==> src/rtl/core/tan_pkg.sv <==
// shared constants for the triangle area and unit normal block
// no dependencies
`timescale 1ns / 1ps
`default_nettype none

package tan_pkg;

    localparam int COORD_BITS_DEF  = 24;
    localparam int NORMAL_BITS_DEF = 16;
    localparam int AREA_BITS       = 51;
    localparam int SQ_BITS         = 128;
    localparam int ROOT_BITS       = 64;
    localparam int REM_BITS        = 66;
    localparam int K_BITS          = 6;
    localparam int NORM_STEPS      = 6;
    localparam int FRONT_STAGES    = 6;

endpackage

`default_nettype wire

==> src/rtl/core/tan_norm.sv <==
// even left shift of the sum of squares, one power-of-two step per stage
// depends on tan_pkg
`timescale 1ns / 1ps
`default_nettype none

module tan_norm
    import tan_pkg::*;
#(
    parameter int SDW = 8
)(
    input  logic               clk,
    input  logic               rst_n,
    input  logic               en,
    input  logic               in_valid,
    input  logic [SQ_BITS-1:0] in_sum,
    input  logic [SDW-1:0]     in_side,
    output logic               out_valid,
    output logic [SQ_BITS-1:0] out_sum,
    output logic [K_BITS-1:0]  out_k,
    output logic [SDW-1:0]     out_side
);
    logic [NORM_STEPS-1:0] v_reg;
    logic [SQ_BITS-1:0]    s_reg    [NORM_STEPS];
    logic [K_BITS-1:0]     k_reg    [NORM_STEPS];
    logic [SDW-1:0]        side_reg [NORM_STEPS];

    always_ff @(posedge clk or negedge rst_n)
    begin
        if (!rst_n)
        begin
            v_reg <= '0;
        end
        else if (en)
        begin
            v_reg <= {v_reg[NORM_STEPS-2:0], in_valid};
        end
    end

    for (genvar i = 0; i < NORM_STEPS; i++)
    begin : g_step
        localparam int SH = (SQ_BITS / 2) >> i;
        logic [SQ_BITS-1:0] s_cur;
        logic [K_BITS-1:0]  k_cur;
        logic [SDW-1:0]     side_cur;

        if (i == 0)
        begin : g_first
            assign s_cur    = in_sum;
            assign k_cur    = '0;
            assign side_cur = in_side;
        end
        else
        begin : g_rest
            assign s_cur    = s_reg[i-1];
            assign k_cur    = k_reg[i-1];
            assign side_cur = side_reg[i-1];
        end

        always_ff @(posedge clk)
        begin
            if (en)
            begin
                if (s_cur[SQ_BITS-1 -: SH] == '0)
                begin
                    s_reg[i] <= s_cur << SH;
                    k_reg[i] <= k_cur + K_BITS'(SH / 2);
                end
                else
                begin
                    s_reg[i] <= s_cur;
                    k_reg[i] <= k_cur;
                end
                side_reg[i] <= side_cur;
            end
        end
    end

    assign out_valid = v_reg[NORM_STEPS-1];
    assign out_sum   = s_reg[NORM_STEPS-1];
    assign out_k     = k_reg[NORM_STEPS-1];
    assign out_side  = side_reg[NORM_STEPS-1];

endmodule

`default_nettype wire

==> config.mk <==
export PLATFORM = sky130hd
export DESIGN_NAME = tan_norm
export DESIGN_NICKNAME = d
export VERILOG_FILES = /design/src/rtl/core/tan_pkg.sv /design/src/rtl/core/tan_norm.sv
export SDC_FILE = /design/constraint.sdc
export NUM_CORES = 1
export LEC_CHECK = 0
export BUFFER_PORTS_ARGS = -buffer_cell sky130_fd_sc_hd__buf_4
export CORE_MARGIN = 2
export CORE_UTILIZATION = 40
export CTS_BUF_LIST = sky130_fd_sc_hd__clkbuf_8
export DETAILED_ROUTE_END_ITERATION = 8
export MAX_ROUTING_LAYER = met4
export PLACE_DENSITY = 0.66
export SLEW_MARGIN = 40
export SYNTH_ARGS = -nofsm -noshare
export SYNTH_HDL_FRONTEND = slang
export SYNTH_SLANG_ARGS = --single-unit
==> constraint.sdc <==
create_clock -name clk -period 2.66 [get_ports clk]
set_input_delay 0 -clock clk [delete_from_list [all_inputs] [get_ports clk]]
set_output_delay 0 -clock clk [all_outputs]
set_load 0.1 [all_outputs]
Yosys cells after proc, flatten, opt, wreduce, memory -nomap -nowiden. Memories as Yosys holds them, arrays and structs flattened. Cells that the tools add are included.

Output and inout port bits: 143. Register bits: 6. ROM bits: 0. Input port bits: 140. Memories: 3. Latch bits: 0. RAM bits: 852. Logic and storage cells: 77.

Reduce and logical (&&, ||, !) cells: 6. Bitwise gates (word level): 12. Add/sub/neg operators: 5. Shift operators: 0. $lt $le $gt $ge: 0. Multipliers: 0. Equality and inequality tests: 0. Div/mod/pow operators: 0. Multiplexer cells: 50.

Memory list: s_reg (depth 6, width 128, read ports 6, clocked after memory_dff 0, wr ports 6, line tan_norm.sv:23) `logic [SQ_BITS-1:0] s_reg [NORM_STEPS];`; side_reg (depth 6, width 8, read ports 6, clocked after memory_dff 0, wr ports 6, line tan_norm.sv:25) `logic [SDW-1:0] side_reg [NORM_STEPS];`; k_reg (depth 6, width 6, read ports 6, clocked after memory_dff 0, wr ports 6, line tan_norm.sv:24) `logic [K_BITS-1:0] k_reg [NORM_STEPS];`.

Operators by type and width (count): $mux 128 (6); $logic_not 64->1 (1); $mux 1 (38); $mux 6 (6); $logic_not 32->1 (1); $logic_not 16->1 (1); $or 1x1->1 (12); $logic_not 8->1 (1); $add 6x1->6 const B (1); $add 6x2->6 const B (1); $add 6x3->6 const B (1); $add 6x4->6 const B (1); $add 6x5->6 const B (1); $logic_not 4->1 (1); $logic_not 2->1 (1).

Longest topological paths before layout. An unclocked memory read counts as a cell.

Depth after elaboration: 6. Depth in mapped cells: 7. Gate-level depth less buffers: 5.

Worst setup path before layout. OpenSTA, ideal clock, no wires.

Path type: input-to-reg. Start: input en. End: memory k_reg[5][0], enable pin. Setup time: 542 ps. Buffers on the path: 2. Cell stages on the path: 2. Required time: 2118 ps. Setup slack: -1825 ps. Arrival time: 3943 ps. Cell sequence: clkbuf_1 > clkbuf_1.

RTL lines: from (decl) (line tan_norm.sv:13) `input logic en,`; to (decl) (line tan_norm.sv:24).

==> out/metrics.yaml <==
status: "complete, but fails checks"
violations: "negative setup slack"
cts.clk_slew.worst_paths_ps: 60
synth_compound_area_frac: 0.00163
gp_congestion: 0.876
drv_slew: 0
core-area_um2: 85300
vias_per_cell: 4.80
synth_cell_type_count: 25
ir_drop_uv: 457
synth_area_um2: 34500
worstSetupStartpointType: "input pin"
yosys-mux-area-fraction: 0.214
async_flop_share: 0.00712
routedWlPerCell_um: 22.1
finalWirelength_mm: 80.6
crit_slowest_cell: "dlygate4sd3_1"
synth_flop_cell: "edfxtp_1"
drv_cap: 0
dieArea_um2: 88600
track_usage: 0.189
ios: 283
dr.pass1.iters: 5
fin_util: 0.501
postRouteAntennaNets: 0
die_h_um: 298
clockBufferDepth: 3
p_per_area_nw_per_um2: 724
holdCritStartpoint: "in_sum[43]"
yosys_warnings: 0
cpMostUsedCell: "dlygate4sd3_1"
initial_utilization: 0.404
r2r_slack_ps: 110
synthSimpleGateAreaFrac: 0.0330
dr_total_vias: 17491
fin_worst_skew_ps: 40.1
numCtsBuffers: 137
cts_num_sinks: 843
max_slew_margin: 0.484
area_delta_synth_final_pct: 24.0
fmax_mhz: 375
min_to: "s_reg[0][43]"
drt_first_iter_violations: 1284
place_ws_ps: 37.6
worstReg2RegEnd: "s_reg[1][120]"
critical_path.max_fanout: 17
cts_setup_buffers: 0
synth_largest_area_cell: "edfxtp_1"
overflow: 0
tightest_slew_ps: 771
layout.nets: 2540
r2r_cells: 6
period_share: 1.00
rsz0062_at_grt: "no"
clk_latency_ps: 800
io_buffers: 282
synth_seq_cells: 843
rows: 107
synthTopCellsByCount: "edfxtp_1, mux2_2, and2_1, mux2_4, nand2_1"
fin_crit_ps: 2670
hold_violations: 0
r2r-start: "s_reg[0][123]"
place_hpwl_mm: 56.7
final_cells: 3644
timing.setup.tns_ps: -5.30
p_leak_uw: 0.0157
grt_max_degree: 134
cp.required_ps: 3160
syn_inst: 1796
yosysMostFrequentCell: "edfxtp_1"
critical_path_class: "input pin to register"
fillCellCount: 6977
crit_path_end_kind: "register"
crit_buf_inv: 5
grt_pass1_wl_mm: 121
arrival_ps: 3170
drc: 0
synth-edff-count: 837
synth-xor-area-share: 0
clk_root_buffer_cell: "clkbuf_8"
antenna_found_initial: 1
dpl.cell_count: 3195
grt_pass1_vias: 19017
setup_viol: 1
cts-htree-levels: 4
cpLargestDelayFamily: "buffers and inverters"
largest_reg_flops: 768
path_cells: "dlygate4sd3_1, buf_4, nor4_2, nand4_1, o41a_4, inv_8, buf_12, mux2_4, dlygate4sd3_1"
synth_top_family_by_area: "multiplexers"
slowest_delay_ps: 570
syn_avg_cell_area_um2: 19.2
setup_slack_ps: -5.30
yosys.area_share.adder: 0
synth_area_leaders: "edfxtp_1, mux2_2, mux2_4, and2_1, nor4_1"
fp.dieW_um: 298
synth_top_area_frac: 0.729
tritoncts: "built"
hp-class: "input pin to register"
ys_seq_area_frac: 0.733
hold_depth: 3
layout-drive-gt1-share: 0.464
syn_nets: 1936
metrics by stage:
stage | hold slack (ps) | area (um^2) | power (uW)
floorplan | -296 | 34500 | 19600
global placement | -196 | 38200 | 20900
detailed placement | -192 | 38200 | 21000
CTS | 0.618 | 42700 | 31200
global route | 31.8 | 42800 | 32100
finish | 71.8 | 42800 | 30900
how the worst max path moves through the flow:
stage	endpoint	slack, ps	cells after the start	from
3_3_place_gp	s_reg[0][66]	50	7	in_sum[71]
3_5_place_dp	s_reg[0][67]	40	7	in_sum[71]
4_1_cts	s_reg[0][67]	90	8	in_sum[102]
2_1_floorplan	k_reg[5][0]	170	2	en
6_report	s_reg[0][126]	-5	9	in_sum[68]
5_1_grt	s_reg[1][125]	30	6	s_reg[0][123]
worst min-delay path, stage by stage:
cell and delay [ps]:
dlygate4sd3_1 530, buf_4 110, and2_1 110
logic make-up (layout without fill, tap and decap cells):
| group | Yosys count | count (layout) |
|---|---|---|
| buf+inv | 109 | 812 |
| compound gates | 6 | 6 |
| other cells | 0 | 1 |
| mux | 634 | 634 |
| flops | 843 | 843 |
| simple gates | 204 | 204 |
cell type report:
type                    count  area [um^2]  area share
flip-flops and latches    843        25300       0.591
multi-input cells         844         8640       0.202
repair buffers            556         4920       0.115
clock buffers             138         1900      0.0444
well taps                1144         1430      0.0335
clock inverters           100          500      0.0117
inverters                  18         76.3     0.00178
diodes                      1         2.50   0.0000585
cell usage in the layout, fill, tap and decap left out:
cell and count:
nor4_2 4, buf_4 327, inv_8 2, dlygate4sd3_1 210
mux2_4 63, nand4_1 6, buf_8 1, o41ai_2 1
clkinvlp_4 6, or4_1 2, diode_2 1, edfxtp_1 837
dfrtp_1 6, mux2_2 571, clkinv_8 1, clkbuf_8 138
clkinv_4 2, o21ai_4 2, buf_16 1, o41a_4 1
buf_12 15, clkinv_1 34, buf_6 2, inv_6 6
inv_1 52, nand2_1 42, clkinv_2 14, nor4_1 24
a41oi_4 1, and2_1 112, bufinv_16 1, o21a_1 1
nor2_1 14
timing repair:
action,4_1_cts,5_1_grt
hold buffers,210,0
resized for setup,0,5
endpoints found under the setup margin,0,21
hold endpoints to repair,439,0
where the power goes:
group	internal, uW	switching [uW]
Combinational	1700	2550
Sequential	16000	711
Clock	4960	4990
Total	22700	8260
per-layer routing:
layer,track usage,up-vias,share of wire
li1,-,8208,-
met3,0.0366,122,0.050
met5,-,-,0
met2,0.291,528,0.47
met1,0.251,8633,0.45
met4,0.0627,0,0.024
(Power assumes the default switching activity.)
