### src/rtl/core/tan_pkg.sv
// shared constants for the triangle area and unit normal block
// no dependencies
`timescale 1ns / 1ps
`default_nettype none

package tan_pkg;

    localparam int COORD_BITS_DEF  = 24;
    localparam int NORMAL_BITS_DEF = 16;
    localparam int AREA_BITS       = 51;
    localparam int SQ_BITS         = 128;
    localparam int ROOT_BITS       = 64;
    localparam int REM_BITS        = 66;
    localparam int K_BITS          = 6;
    localparam int NORM_STEPS      = 6;
    localparam int FRONT_STAGES    = 6;

endpackage

`default_nettype wire

### src/rtl/core/tan_sqrt_cell.sv
// one root bit of the integer square root, restoring form
// depends on tan_pkg
`timescale 1ns / 1ps
`default_nettype none

module tan_sqrt_cell
    import tan_pkg::*;
#(
    parameter int BIT = 63,
    parameter int SDW = 8
)(
    input  logic                 clk,
    input  logic                 rst_n,
    input  logic                 en,
    input  logic                 in_valid,
    input  logic [SQ_BITS-1:0]   in_rad,
    input  logic [REM_BITS-1:0]  in_rem,
    input  logic [ROOT_BITS-1:0] in_root,
    input  logic [SDW-1:0]       in_side,
    output logic                 out_valid,
    output logic [SQ_BITS-1:0]   out_rad,
    output logic [REM_BITS-1:0]  out_rem,
    output logic [ROOT_BITS-1:0] out_root,
    output logic [SDW-1:0]       out_side
);
    logic                 v_reg;
    logic [SQ_BITS-1:0]   rad_reg;
    logic [REM_BITS-1:0]  rem_reg, rem_next;
    logic [ROOT_BITS-1:0] root_reg, root_next;
    logic [SDW-1:0]       side_reg;
    logic [REM_BITS-1:0]  cur, trial;
    logic                 ge;

    always_comb
    begin
        cur       = {in_rem[REM_BITS-3:0], in_rad[2*BIT+1 -: 2]};
        trial     = {in_root, 2'b01};
        ge        = (cur >= trial);
        rem_next  = ge ? (cur - trial) : cur;
        root_next = {in_root[ROOT_BITS-2:0], ge};
    end

    always_ff @(posedge clk or negedge rst_n)
    begin
        if (!rst_n)
        begin
            v_reg <= 1'b0;
        end
        else if (en)
        begin
            v_reg <= in_valid;
        end
    end

    always_ff @(posedge clk)
    begin
        if (en)
        begin
            rad_reg  <= in_rad;
            rem_reg  <= rem_next;
            root_reg <= root_next;
            side_reg <= in_side;
        end
    end

    assign out_valid = v_reg;
    assign out_rad   = rad_reg;
    assign out_rem   = rem_reg;
    assign out_root  = root_reg;
    assign out_side  = side_reg;

endmodule

`default_nettype wire

### config.mk
export PLATFORM = sky130hd
export DESIGN_NAME = tan_sqrt_cell
export DESIGN_NICKNAME = d
export VERILOG_FILES = /design/src/rtl/core/tan_pkg.sv /design/src/rtl/core/tan_sqrt_cell.sv
export SDC_FILE = /design/constraint.sdc
export NUM_CORES = 1
export LEC_CHECK = 0
export BUFFER_PORTS_ARGS = -buffer_cell sky130_fd_sc_hd__buf_2
export CAP_MARGIN = 20
export CORE_AREA = 2 2 209 211
export CTS_CLUSTER_DIAMETER = 50
export CTS_CLUSTER_SIZE = 25
export DETAILED_ROUTE_END_ITERATION = 6
export DIE_AREA = 0 0 211 213
export GPL_ROUTABILITY_DRIVEN = 0
export PLACE_DENSITY = 0.56
export SLEW_MARGIN = 20
export SYNTH_ARGS = -nofsm -noshare
export SYNTH_HDL_FRONTEND = slang
export SYNTH_SLANG_ARGS = --single-unit
### constraint.sdc
create_clock -name clk -period 0.8 [get_ports clk]
set_input_delay 0.04 -clock clk [delete_from_list [all_inputs] [get_ports clk]]
set_output_delay 0.04 -clock clk [all_outputs]
set_load 0.005 [all_outputs]
======== Word level (Yosys, flattened, before mapping) ========
Cells that the tools add are included.
word-level totals
  bits in registers ....................... 267
  input bits .............................. 270
  output and inout bits ................... 267
  logic and storage cells ................. 8
cells by class
  $add $sub $neg .......................... 1
  $lt $le $gt $ge ......................... 1
  mux-type cells .......................... 1
operator list
  operator        number
  $ge 66x66->1    1
  $mux 66         1
  $sub 66x66->66  1

======== Logic depth before layout (Yosys ltp) ========
  word-level depth ........................ 2
  gate-level depth with buffers ........... 15
  gate-level depth less buffers ........... 12

======== Worst setup path after synthesis ========
OpenSTA, ideal clock, no wires.
  kind .................................... input port to flip-flop
  start point ............................. input port in_root[30]
  end point ............................... register rem_reg[62] (netlist: out_rem[62]), data pin
  library setup time ...................... 0.260 ns
  data arrival time ....................... 2.418 ns
  data required time ...................... 0.540 ns
  slack ................................... -1.878 ns
  stages .................................. 10
  buffers on the path ..................... 1
  cell sequence ........................... inv_1 -> ha_1 -> nand2_1 -> or3_1 -> or2_0 -> o31ai_4 -> a31oi_4 -> o31ai_4 -> buf_2 -> mux2_2
on the way
  longest elaborated chain between the ends .. 2
  elaborated cells between the ends (all ways) .. 3
  those cells by class .................... add/sub: 1; order compare: 1; mux: 1
ends and longest elaborated chain
  what                                            line                                      text
  start: declaration                              tan_sqrt_cell.sv:18                       input logic [ROOT_BITS-1:0] in_root,
  $sub 66x66->66 or $ge 66x66->1 (tied branches)  tan_sqrt_cell.sv:39, tan_sqrt_cell.sv:38
  $mux 66 (*)                                     tan_sqrt_cell.sv:39                       rem_next = ge ? (cur - trial) : cur;
  named net rem_next[62]                          tan_sqrt_cell.sv:28                       logic [REM_BITS-1:0] rem_reg, rem_next;
  end signal: assignment                          tan_sqrt_cell.sv:60                       rem_reg <= rem_next;
  end: declaration                                tan_sqrt_cell.sv:28
The timed path passes the listed nets; every way through them passes the cells marked *.
A chain may end at the register's enable or synchronous reset.

======== Final worst setup path ========
  start point ............................. input port in_rad[126]
  end point ............................... register rem_reg[9] (netlist: out_rem[9]), data pin
on the way
  longest elaborated chain between the ends .. 2
  elaborated cells between the ends (all ways) .. 3
  those cells by class .................... add/sub: 1; order compare: 1; mux: 1
ends and longest elaborated chain
  what                                            line                                      text
  start: declaration                              tan_sqrt_cell.sv:16                       input logic [SQ_BITS-1:0] in_rad,
  $sub 66x66->66 or $ge 66x66->1 (tied branches)  tan_sqrt_cell.sv:39, tan_sqrt_cell.sv:38
  $mux 66 (*)                                     tan_sqrt_cell.sv:39
  named net rem_next[9]                           tan_sqrt_cell.sv:28
Marks and branches as above.

==> results.sh <==
export IMPL_yosysWarnings=0
export IMPL_area_growth_pct=84.6
export IMPL_yosysMostFrequentCell="edfxtp_1"
export IMPL_stdcell_count=2781
export IMPL_wl_um=57900
export IMPL_port_buffers=534
export IMPL_hpwl_um=41200
export IMPL_p_leak_nw=10.6
export IMPL_path_class="in2reg"
export IMPL_synth_edf_count=266
export IMPL_grt_max_degree=41
export IMPL_pwr_share_seq=0.376
export IMPL_design_area_sq_um=24000
export IMPL_first_global_vias=13436
export IMPL_hold_path_class="in2reg"
export IMPL_fin_crit_sh=3.03
export IMPL_skew_ps=0
export IMPL_finalHoldWorstSlack_ps=50.5
export IMPL_detail_route_vias_per_cell=4.77
export IMPL_ant_nets=0
export IMPL_switchingPower_w=0.0135
export IMPL_ys_ff_latch=267
export IMPL_intPower_w=0.0328
export IMPL_initial_core_util=0.304
export IMPL_clk_latency_ps=550
export IMPL_drv_slew=0
export IMPL_relSlewSlack=0.620
export IMPL_synthesis_nets=1412
export IMPL_cts_sinks=267
export IMPL_fillers=3527
export IMPL_max_clock_path_buffers=3
export IMPL_synth_top_cell_by_area="edfxtp_1"
export IMPL_setup_ws_ps=-1620
export IMPL_synth_top_cell_area_share=0.615
export IMPL_syn_inst=1076
export IMPL_drive_above_1_share=0.496
export IMPL_syn_area_sq_um=13000
export IMPL_clkPwrFrac=0.359
export IMPL_fin_util=0.561
export IMPL_synth_seq_area_share=0.617
export IMPL_core_sq_um=42700
export IMPL_setup_viol=334
export IMPL_required_ps=1110
export IMPL_power_frac_comb=0.265
export IMPL_firstDrtPassIters=6
export IMPL_io_pins=537
export IMPL_rows=76
export IMPL_grt_pass1_wl_um=80200
export IMPL_min_period_ps=2420
export IMPL_dp_cells=2400
export IMPL_die_w_um=211
export IMPL_drtIter0Drc=872
export IMPL_h_tree_depth=2
export IMPL_cp_end_kind="flop"
export IMPL_fin_nets=2534
export IMPL_route_vias_total=13278
export IMPL_hold_viol_final=0
export IMPL_synth_area_per_cell_sq_um=12.1
export IMPL_rsz0062_at_grt="true"
export IMPL_cts_tree="built"
export IMPL_crit_fanout=6
export IMPL_ys_flop_type="edfxtp_1"
export IMPL_max_freq_mhz=413
export IMPL_grt_ovfl_total=0
export IMPL_synth_commonest_cells="edfxtp_1, a21oi_1, nor2_1"
export IMPL_violations="setup timing"
export IMPL_antenna_found_initial=16
export IMPL_die_height_um=213
export IMPL_p_sw_frac=0.292
export IMPL_grt_use_total=0.239
export IMPL_peakVddDrop_mv=1.54
export IMPL_die_area_sq_um=44900
export IMPL_path_clk_slew_ps=80
export IMPL_ys_types=59
export IMPL_ys_top_cells_by_area="edfxtp_1, ha_1, a21oi_1"
export IMPL_worstMarginPinSlew_ps=565
export IMPL_numCtsBuffers=35
export IMPL_cts_root_buf="clkbuf_16"
export IMPL_cp_start_kind="input pin"
export IMPL_drc=0
export IMPL_post_drt_wl_per_cell_um=20.8
export IMPL_worstPathArrival_ps=2740
export IMPL_rrSetupSlack_ps=60
export IMPL_power_density_nw_per_um2=1930
export IMPL_ys_async_sr_fraction=0.00375
export IMPL_outcome="finished, violations left"
export IMPL_placed_area_sq_um=18700
export IMPL_maxCapViolCount=0
## cell type report
type / instances / area, sq um / share of cell area
diodes: 11 / 27.5 / 0.00115
clock buffers: 37 / 905 / 0.0377
clock inverters: 26 / 337 / 0.0140
inverters: 84 / 333 / 0.0139
multi-input cells: 678 / 5420 / 0.226
flip-flops and latches: 267 / 8010 / 0.334
well taps: 546 / 683 / 0.0285
repair buffers: 1132 / 8250 / 0.344
## path summary, 6_finish.rpt
check | from | to | cells past startpoint
setup / recovery | in_rad[126] | out_rem[9] | 16
hold / removal | en | out_rad[66] | 2
setup reg to reg | out_valid | out_valid | 1
hold reg to reg | out_valid | out_valid | 1
max in group asynchronous | rst_n | out_valid | 3
min in group asynchronous | rst_n | out_valid | 3
## layer usage
layer,vias up,part of all wire,GRT usage
li1,6228,-,-
met1,6322,0.38,0.268
met2,588,0.50,0.418
met3,132,0.073,0.0669
met4,8,0.050,0.115
met5,-,0.0011,0
## layout by cell type (no fill, tap or decap), types with 13 or more instances in the layout
cell type      Yosys  final
nor2_2             0     21
ha_4               0     31
a21oi_2            0     43
inv_1             84     68
buf_4              2    298
ha_1              66     33
xnor2_1           37     36
buf_2             24    523
xor2_1            25     25
nor2_1            99     73
buf_6              1     16
nand3_1           15     13
a21o_1            39     38
nand2_1           62     55
a21oi_1          135     91
inv_2              0     13
buf_12             0     13
edfxtp_1         266    266
nand4_1           27     27
clkbuf_16          0     43
o21ai_0           40     31
dlygate4sd3_1      0    268
## worst max-delay path, cell delays in order
cell and delay, ps:
buf_2 120, inv_2 60, ha_4 170, nand2b_4 160, a211oi_4 330, o21ai_2 120
nand3_2 130, o41ai_4 70, buf_4 160, o31ai_4 270, a31oi_4 140, o31ai_4 200
buf_6 210, buf_12 120, clkbuf_16 140, mux2_4 290
## state kept, by name, summed over array words and instances (netlist names)
signal / flops
out_rad: 128
out_rem: 66
out_root: 64
out_side: 8
out_valid: 1
## per-stage QoR
stage / total power [W] / setup slack (ps) / setup TNS (ps)
finish: 0.0463 / -1620 / -182240
floorplan: 0.0217 / -1800 / -113940
detailed placement: 0.0272 / -2240 / -171100
CTS: 0.0455 / -1500 / -188710
global route: 0.0482 / -1660 / -196620
global placement: 0.0272 / -2260 / -165540
## kinds of logic (layout without fill, tap and decap cells)
group	after synthesis	count (layout)	synth area share
compound gates	294	294	0.141
flops	267	267	0.617
simple gates	245	245	0.0854
buf+inv	131	1279	0.0415
fa+ha+maj	66	66	0.0636
xor+xnor	62	62	0.0418
mux	11	11	0.00945
other cells	0	11	0
## what timing repair did
action                     4_1_cts  5_1_grt
hold endpoints to repair       270        4
cloned                           1        8
resized for setup               65      129
setup buffers                   10       22
setup endpoints to repair      334      341
hold buffers                   265        4
pin swaps                       17       45
## power by group through the flow
stage | logic [W] | clock network, W | registers, W
6_report | 0.0123 | 0.0166 | 0.0174
5_1_grt | 0.0131 | 0.0175 | 0.0175
2_1_floorplan | 0.00389 | 0 | 0.0178
3_3_place_gp | 0.00950 | 0 | 0.0177
4_1_cts | 0.0112 | 0.0170 | 0.0174
3_5_place_dp | 0.00956 | 0 | 0.0176
Power figures use the tool's default switching activity.
