File: src/rtl/core/tan_pkg.sv
// shared constants for the triangle area and unit normal block
// no dependencies
`timescale 1ns / 1ps
`default_nettype none

package tan_pkg;

    localparam int COORD_BITS_DEF  = 24;
    localparam int NORMAL_BITS_DEF = 16;
    localparam int AREA_BITS       = 51;
    localparam int SQ_BITS         = 128;
    localparam int ROOT_BITS       = 64;
    localparam int REM_BITS        = 66;
    localparam int K_BITS          = 6;
    localparam int NORM_STEPS      = 6;
    localparam int FRONT_STAGES    = 6;

endpackage

`default_nettype wire

File: src/rtl/core/tan_div_cell.sv
// one quotient bit for the three normal lanes, restoring division
// depends on tan_pkg
`timescale 1ns / 1ps
`default_nettype none

module tan_div_cell
    import tan_pkg::*;
#(
    parameter int QB    = 17,
    parameter bit FIRST = 1'b0,
    parameter int SDW   = 8
)(
    input  logic                      clk,
    input  logic                      rst_n,
    input  logic                      en,
    input  logic                      in_valid,
    input  logic [ROOT_BITS-1:0]      in_den,
    input  logic [2:0][ROOT_BITS-1:0] in_rem,
    input  logic [2:0]                in_low,
    input  logic [2:0][QB-1:0]        in_quo,
    input  logic [SDW-1:0]            in_side,
    output logic                      out_valid,
    output logic [ROOT_BITS-1:0]      out_den,
    output logic [2:0][ROOT_BITS-1:0] out_rem,
    output logic [2:0][QB-1:0]        out_quo,
    output logic [SDW-1:0]            out_side
);
    logic                      v_reg;
    logic [ROOT_BITS-1:0]      den_reg;
    logic [2:0][ROOT_BITS-1:0] rem_reg, rem_next;
    logic [2:0][QB-1:0]        quo_reg, quo_next;
    logic [SDW-1:0]            side_reg;
    logic [ROOT_BITS:0]        t;
    logic                      ge;

    always_comb
    begin
        rem_next = '0;
        quo_next = '0;
        t        = '0;
        ge       = 1'b0;
        for (int i = 0; i < 3; i++)
        begin
            t  = {in_rem[i], FIRST ? in_low[i] : 1'b0};
            ge = (t >= {1'b0, in_den});
            rem_next[i] = ge ? ROOT_BITS'(t - {1'b0, in_den}) : t[ROOT_BITS-1:0];
            quo_next[i] = {in_quo[i][QB-2:0], ge};
        end
    end

    always_ff @(posedge clk or negedge rst_n)
    begin
        if (!rst_n)
        begin
            v_reg <= 1'b0;
        end
        else if (en)
        begin
            v_reg <= in_valid;
        end
    end

    always_ff @(posedge clk)
    begin
        if (en)
        begin
            den_reg  <= in_den;
            rem_reg  <= rem_next;
            quo_reg  <= quo_next;
            side_reg <= in_side;
        end
    end

    assign out_valid = v_reg;
    assign out_den   = den_reg;
    assign out_rem   = rem_reg;
    assign out_quo   = quo_reg;
    assign out_side  = side_reg;

endmodule

`default_nettype wire

File: config.mk
export PLATFORM = sky130hd
export DESIGN_NAME = tan_div_cell
export DESIGN_NICKNAME = d
export VERILOG_FILES = /design/src/rtl/core/tan_pkg.sv /design/src/rtl/core/tan_div_cell.sv
export SDC_FILE = /design/constraint.sdc
export NUM_CORES = 1
export LEC_CHECK = 0
export BUFFER_PORTS_ARGS = -buffer_cell sky130_fd_sc_hd__buf_2
export CORE_AREA = 2 2 246 248
export CTS_BUF_LIST = sky130_fd_sc_hd__clkbuf_4 sky130_fd_sc_hd__clkbuf_8
export DETAILED_ROUTE_END_ITERATION = 10
export DIE_AREA = 0 0 248 250
export PLACE_DENSITY = 0.62
export SETUP_SLACK_MARGIN = 0.02
export SLEW_MARGIN = 20
export SYNTH_ARGS = -nofsm -noshare
export SYNTH_HDL_FRONTEND = slang
export SYNTH_SLANG_ARGS = --single-unit
export TNS_END_PERCENT = 10
File: constraint.sdc
create_clock -name clk -period 1.01 [get_ports clk]
set_clock_uncertainty 0.15 [all_clocks]
set_input_delay 0 -clock clk [delete_from_list [all_inputs] [get_ports clk]]
set_output_delay 0 -clock clk [all_outputs]
set_load 0.01 [all_outputs]
======== Word-level counts from Yosys, hierarchy flattened ========
Index checks and enable logic that the tools add are counted.
word-level totals
  register bits after elaboration ......... 316
  latch bits .............................. 0
  bits in writable memories ............... 0
  bits in read-only memories .............. 0
  bits of input ports ..................... 322
  output and inout bits ................... 316
  logic and storage cells ................. 21
  memories ................................ 0
operators by class
  add/sub/neg operators ................... 3
  $mul .................................... 0
  div/mod/pow operators ................... 0
  order comparisons ....................... 3
  eq/ne operators ......................... 0
  shift operators ......................... 0
  multiplexer cells ....................... 3
  bitwise logic cells ..................... 0
  reductions and logical operators ........ 0
operators by type and width
  kind              number
  $ge A65 B64 Y1    3
  $mux W64          3
  $sub A64 B64 Y64  3

======== Logic depth before layout (Yosys ltp) ========
Gate-level depths: netlist of run 1.
  word-level depth ........................ 2
  gate-level depth with buffers ........... 16

======== Worst setup path before layout of run 1 ========
Ideal clock, no wire load.
  path type ............................... input -> register
  from .................................... input in_den[6]
  to ...................................... register rem_reg, in the netlist out_rem[100] (data pin)
  data arrival time ....................... 2.852 ns
  required time ........................... 0.600 ns
  setup slack ............................. -2.252 ns
  stages on the path ...................... 15
  buffers on the path ..................... 2
  path through ............................ inv_1 > ha_1 > a21o_1 > a21o_1 > or3_1 > o21ai_1 > a21oi_1 > o21ai_1 > o21ai_1 > a211oi_4 > o221ai_2 > a21o_1 > buf_6 > buf_6 > mux2_4
RTL lines
  what                  RTL line            text
  from (decl)           tan_div_cell.sv:17  input logic [ROOT_BITS-1:0] in_den,
  to (signal assigned)  tan_div_cell.sv:68  rem_reg <= rem_next;
  to (decl)             tan_div_cell.sv:30  logic [2:0][ROOT_BITS-1:0] rem_reg, rem_next;

==> impl_metrics.toml, run 1 <==
[status]
status = "finished, violations left"
violations = "hold timing, setup timing"

[sta]
relSlewSlack_pct = 57.0
rsz0062_at_grt = "true"
maxSlewViolCount = 0
hold_viol_final = 113
fin_crit_ns = 3.06
worst_pin_slew_ns = 0.639
max_freq_mhz = 327
finalWorstSetupSlack_ns = -2.05
hold_slack_ns = -0.650
post-route-period-util_pct = 303
setup_viol = 514

[synth]
syn_inst = 2320
synth_nets = 2837
yosysSeqAreaShare_pct = 40.9
synth.top_cells.by_count = "edfxtp_1, a21oi_1, nand2_1"
synth_edf_count = 315
ys_ff_latch = 316
synth_top_area_share_pct = 40.8
synth_ff_type = "edfxtp_1"
synth.area.top_cells = "edfxtp_1, ha_1, a21oi_1, o21ai_0, xnor2_1"
synth_cell_types = 80
synth_area_leader_cell = "edfxtp_1"
yosysMostFrequentCell = "edfxtp_1"
ys_async_sr_fraction_pct = 0.316
syn_area_um2 = 23200
synth.avg_cell_area_um2 = 10.0
yosys_warnings = 0

[pwr]
p_per_area_nw_per_um2 = 1300
comb_power_share_pct = 42.4
ir_drop_mv = 1.24
seqPwrFrac_pct = 32.5
switching_share_pct = 33.1
p_clk_share_pct = 25.2
cellLeakagePower_nw = 19.1
p_int_mw = 35.9
power_switching_mw = 17.8

[clocking]
cts_root_buf = "clkbuf_8"
clkLatencyLatePin_ns = 0.65
cts_buffer_depth = 3
cts_tree = "built"
ctsHtreeMaxLevel = 2
cts.sinks = 316
path_clk_slew_ns = 0.06
cts-buffers-inserted = 58

[placement]
numPortBuffers = 631
place_ws_ns = -2.92
place_hpwl_um = 81200
gp_congestion = 0.950

[routing]
first_iter_violations = 1849
first_pass_iters = 5
antenna_left = 0
vias_per_cell = 5.29
avgRoutedWirePerCell_um = 21.7
remaining_drc_errors = 0
totalWireLength_um = 110000
routed-via-count = 26800

[worst_setup_path]
crit_path_end_kind = "register"
crit_fanout = 7
critPathArrivalTime_ns = 3.32
worstSetupPathType = "primary input to register"
required_ns = 1.27
cp-start-kind = "primary input"

[finish]
area_growth_pct = 78.1
final_util_pct = 69.4
nets = 4749
drive_gt1_share_pct = 48.4

[global_routing]
antenna_found_initial = 24
grt_overflow = 0
grt_max_degree = 39
grt_pass1_vias = 27100
grt_usage_pct = 33.1
grt_pass1_wl_um = 155000

[floorplan]
rows = 90
dieWidth_um = 248
coreArea_um2 = 59600
dieArea_um2 = 62000
io_pins = 638
start_util_pct = 38.9
die_y_um = 250

[hold_path]
worstHoldPathType = "primary input to register"

[flow_run]
cap_violations = 0
critical path, stage by stage:
cell and delay (ns):
buf_8 0.09, clkinvlp_4 0.17, ha_4 0.29, buf_4 0.16
a21o_1 0.18, a21oi_1 0.24, o22ai_2 0.15, nor3_2 0.23
a21oi_4 0.10, o21ai_2 0.15, buf_6 0.13, o21ai_4 0.05
a211oi_4 0.34, o221ai_4 0.18, a21o_4 0.32, clkbuf_16 0.21
mux2_4 0.31
placed cells by master, fill, tap and decap left out, types with 23 or more instances in the layout:
master,instances
a21o_1,101
a21oi_1,186
a21oi_2,23
buf_12,25
buf_2,625
buf_4,900
buf_6,39
clkbuf_8,58
dlygate4sd3_1,342
edfxtp_1,315
ha_1,139
ha_4,47
inv_1,91
mux2_2,63
mux2_4,52
nand2_1,196
nand3_1,51
nand4_1,49
nor2_1,100
nor3_1,24
o21a_1,23
o21ai_0,111
o21ai_1,54
o21ai_2,23
o21bai_1,40
xnor2_1,97
xor2_1,76
logic make-up after synthesis:
logic type                 after synthesis  synth area share, %
and+or+nand+nor                        569                 11.6
adders and majority gates              195                 10.6
AOI/OAI and AO/OA                      733                 20.0
muxes                                  117                 6.48
DFF                                    316                 40.9
xor gates and xnor gates               173                 6.53
buffers and inverters                  217                 3.86
sequential cells by signal (all words and copies together) (netlist names):
name,flops
out_rem,192
out_den,64
out_quo,51
out_side,8
out_valid,1
final timing paths:
| path | from | endpoint | slack [ns] | depth (start not counted) |
|---|---|---|---|---|
| max | in_den[16] | out_rem[107] | -2.05 | 17 |
| min | in_den[6] | out_den[6] | -0.65 | 1 |
| max reg2reg | out_valid | out_valid | 0.10 | 1 |
| min reg2reg | out_valid | out_valid | 0.39 | 1 |
| max in group asynchronous | rst_n | out_valid | 0.34 | 4 |
| min in group asynchronous | rst_n | out_valid | 0.26 | 4 |
stage by stage:
stage               area (um2)  TNS, ns  power (mW)  cells  hold WS (ns)
finish                   41300  -470.58        53.7   5073        -0.650
global route             41300  -502.50        56.0   5067        -0.686
CTS                      40100  -463.11        52.4   4991        -0.695
detailed placement       34000  -520.52        36.5   4532        -0.375
global placement         34000  -512.06        36.3   4532        -0.374
floorplan                23300  -391.76        26.6   2320        -0.446
per-layer routing:
| metal | global-route usage, % | share of wire, % |
|---|---|---|
| met1 | 40.7 | 40 |
| met2 | 56.9 | 49 |
| met3 | 5.61 | 7.2 |
| met4 | 14.0 | 4.0 |
| met5 | 0 | 0.064 |
power by group through the flow:
stage,Combinational [mW],Clock (mW),Sequential [mW]
floorplan,8.25,0,18.3
global placement,18.7,0,17.6
detailed placement,18.9,0,17.6
CTS,21.4,13.6,17.4
global route,24.2,14.2,17.5
finish,22.8,13.5,17.4
final cells by class:
cell class	count	area, um2
antenna	19	47.5
sequential	316	9480
clock buffer	68	873
inverter	115	458
clock inverter	32	337
timing repair buffer	1953	14800
tap	782	978
multi-input combinational	1788	14400
fill	4582	18300
repair_timing:
| item | in CTS | in global routing |
|---|---|---|
| hold buffers | 316 | 41 |
| setup endpoints to repair | 511 | 522 |
| resized for setup | 251 | 146 |
| cloned | 7 | 9 |
| endpoints found under the hold margin | 630 | 139 |
| pin swaps | 61 | 28 |
| buffers inserted | 38 | 14 |
Power figures use the tool's default switching activity.
==> inputs of run 2 (changes only) <==
--- a/config.mk
+++ b/config.mk
@@ -10,7 +10,7 @@
 export CTS_BUF_LIST = sky130_fd_sc_hd__clkbuf_4 sky130_fd_sc_hd__clkbuf_8
 export DETAILED_ROUTE_END_ITERATION = 10
 export DIE_AREA = 0 0 248 250
-export PLACE_DENSITY = 0.62
+export PLACE_DENSITY = 0.71
 export SETUP_SLACK_MARGIN = 0.02
 export SLEW_MARGIN = 20
 export SYNTH_ARGS = -nofsm -noshare
==> constraint.sdc (replaced) <==
create_clock -name clk -period 3.3 [get_ports clk]
set_clock_uncertainty 0.15 [all_clocks]
set_input_delay 0 -clock clk [delete_from_list [all_inputs] [get_ports clk]]
set_output_delay 0 -clock clk [all_outputs]
set_load 0.01 [all_outputs]
==> run 2 against run 1 <==
  * The run still ends with hold timing, setup timing left
  * Core utilization down 5.6 points
  * Via count fell by 4.6%
  * Sequential cell count is the same
  * Worst hold slack improved by 0.16 ns
  * Critical path type unchanged
  * Critical endpoint is now out_rem[143]
  * Critical path depth up 2
  * Die area is the same
  * First-iteration DRC count decreased by 1.2%
  * Sequential share of layout area increased by 2.0 points
==> impl_metrics.toml, run 2 (synthesized netlist as in run 1, its figures left out) <==
[floorplan]
start_util_pct = 38.9
coreArea_um2 = 59600
dieArea_um2 = 62000
dieWidth_um = 248
rows = 90
die_y_um = 250
io_pins = 638

[finish]
drive_gt1_share_pct = 39.9
final_cell_mix = "buf_4, buf_2, dlygate4sd3_1, edfxtp_1, nand2_1"
area_growth_pct = 63.8
nets = 4507
largest_reg_flops = 192
final_common_cell = "buf_4"
fillerInstances = 4806

[clocking]
cts_root_buf = "clkbuf_8"
cts.sinks = 316
cts-buffers-inserted = 58
path_clk_slew_ns = 0.07
cts_tree = "built"
cts_buffer_depth = 3
ctsHtreeMaxLevel = 2
clkLatencyLatePin_ns = 0.65

[sta]
rsz0062_at_grt = "true"
maxSlewViolCount = 0
relSlewSlack_pct = 50.1
worst_pin_slew_ns = 0.749
hold_viol_final = 36
finalWorstSetupSlack_ns = -0.00712
setup_viol = 1
fin_crit_ns = 3.31
hold_slack_ns = -0.493
max_freq_mhz = 302
setup_tns_ns = -0.00712
post-route-period-util_pct = 100

[hold_path]
worstHoldPathType = "primary input to register"

[pwr]
p_per_area_nw_per_um2 = 409
cellLeakagePower_nw = 17.5
ir_drop_mv = 0.340
finalPower_mw = 15.5

[global_routing]
grt_overflow = 0
grt_pass1_vias = 26000
antenna_found_initial = 15
grt_usage_pct = 31.6
grt_pass1_wl_um = 149000
grt_max_degree = 82

[worst_setup_path]
cpPeakStageDelay_ns = 0.56
worstSetupPathType = "primary input to register"
cp_top_family = "buffers and inverters"
path_buf_inv = 7
path_cells = "dlygate4sd3_1 > buf_2 > inv_1 > ha_2 > nand2_1 > nor2_1 > nand4_1 > nor3_4 > buf_4 > o31ai_1 > nand2_1 > a2111o_1 > a31oi_4 > nor2_4 > buf_12 > buf_12 > buf_4 > nor2_1 > a21oi_1"
crit_fanout = 12
required_ns = 3.55
cp-start-kind = "primary input"
critPathSlowestCell = "dlygate4sd3_1"
critPathArrivalTime_ns = 3.56
crit_path_end_kind = "register"

[flow_run]
cap_violations = 0

[placement]
numPortBuffers = 631
gp_congestion = 0.954
place_hpwl_um = 77600

[routing]
routed-wl-met3_um = 8030
avgRoutedWirePerCell_um = 21.4
first_pass_iters = 5
highest-signal-layer = "met5"
antenna_left = 0
routed-via-count = 25600
first_iter_violations = 1827
wl_met1_um = 40900
totalWireLength_um = 103000
wl_met2_um = 49300
vias_per_cell = 5.30
remaining_drc_errors = 0

[status]
status = "finished, violations left"
violations = "hold timing, setup timing"
## run 2: changes by cell type in the layout (fill, tap and decap cells not counted), moves of 12 or more
| cell | previous run | this run |
|---|---|---|
| o21ai_0 | 111 | 166 |
| nand2_1 | 196 | 209 |
| dlygate4sd3_1 | 342 | 423 |
| ha_4 | 47 | 3 |
| inv_2 | 16 | 1 |
| a21oi_1 | 186 | 202 |
| a21oi_2 | 23 | 11 |
| buf_4 | 900 | 640 |
| o21ai_2 | 23 | 5 |
| buf_12 | 25 | 10 |
| ha_1 | 139 | 184 |
| inv_1 | 91 | 114 |
| buf_6 | 39 | 4 |
| o21ai_1 | 54 | 21 |
## run 2: worst min-delay path, cell delays in order
cell	delay (ns)
buf_2	0.10
nand2_1	0.04
o21ai_0	0.06
## run 2: routing by layer
metal / up-vias / track usage [%]
li1: 12100 / -
met1: 12100 / 38.1
met2: 1117 / 53.8
met3: 295 / 6.53
met4: 8 / 14.6
met5: - / 0
## run 2: worst paths after layout
kind | end | from | slack (ns) | depth (start not counted)
setup / recovery | out_rem[143] | in_den[45] | -0.007 | 19
hold / removal | out_rem[30] | in_rem[29] | -0.49 | 3
setup reg to reg | out_valid | out_valid | 1.83 | 2
hold reg to reg | out_valid | out_valid | 0.93 | 2
max in group asynchronous | out_valid | rst_n | 2.26 | 4
min in group asynchronous | out_valid | rst_n | 0.63 | 4
## run 2: per-stage QoR
stage | instance area (um2) | worst slack [ns] | hold slack, ns | util (%) | instances
after floorplan | 23200 | 0.0378 | -0.446 | - | 2320
after global placement | 31800 | -0.656 | -0.375 | 53.4 | 4271
after detailed placement | 31800 | -0.698 | -0.367 | 53.4 | 4271
after CTS | 37100 | 0.0209 | -0.543 | 62.3 | 4786
after global routing | 38000 | -0.0644 | -0.507 | 63.8 | 4827
final | 38000 | -0.00712 | -0.493 | 63.8 | 4832
## run 2: where the power goes
part | switching (mW) | internal (mW) | leakage [nW]
Clock | 1.85 | 2.22 | 0.622
Sequential | 0.188 | 5.11 | 3.09
Combinational | 3.13 | 3.04 | 13.8
Total | 5.17 | 10.4 | 17.5
## run 2: cell type report
class                      instances  area [um2]  area share (%)
multi-input combinational       1787       13300            35.0
timing repair buffer            1712       12600            33.0
sequential                       316        9480            25.0
tap                              782         978            2.58
clock buffer                      74         925            2.43
inverter                         115         432            1.14
clock inverter                    34         284           0.748
antenna                           12        30.0          0.0790
## run 2: timing repair
| item | in CTS | in global routing |
|---|---|---|
| setup buffers | 0 | 14 |
| cloned | 0 | 4 |
| setup endpoints to repair | 2 | 183 |
| hold buffers | 407 | 16 |
| hold endpoints to repair | 512 | 47 |
| resized for setup | 1 | 109 |
| pin swaps | 0 | 29 |
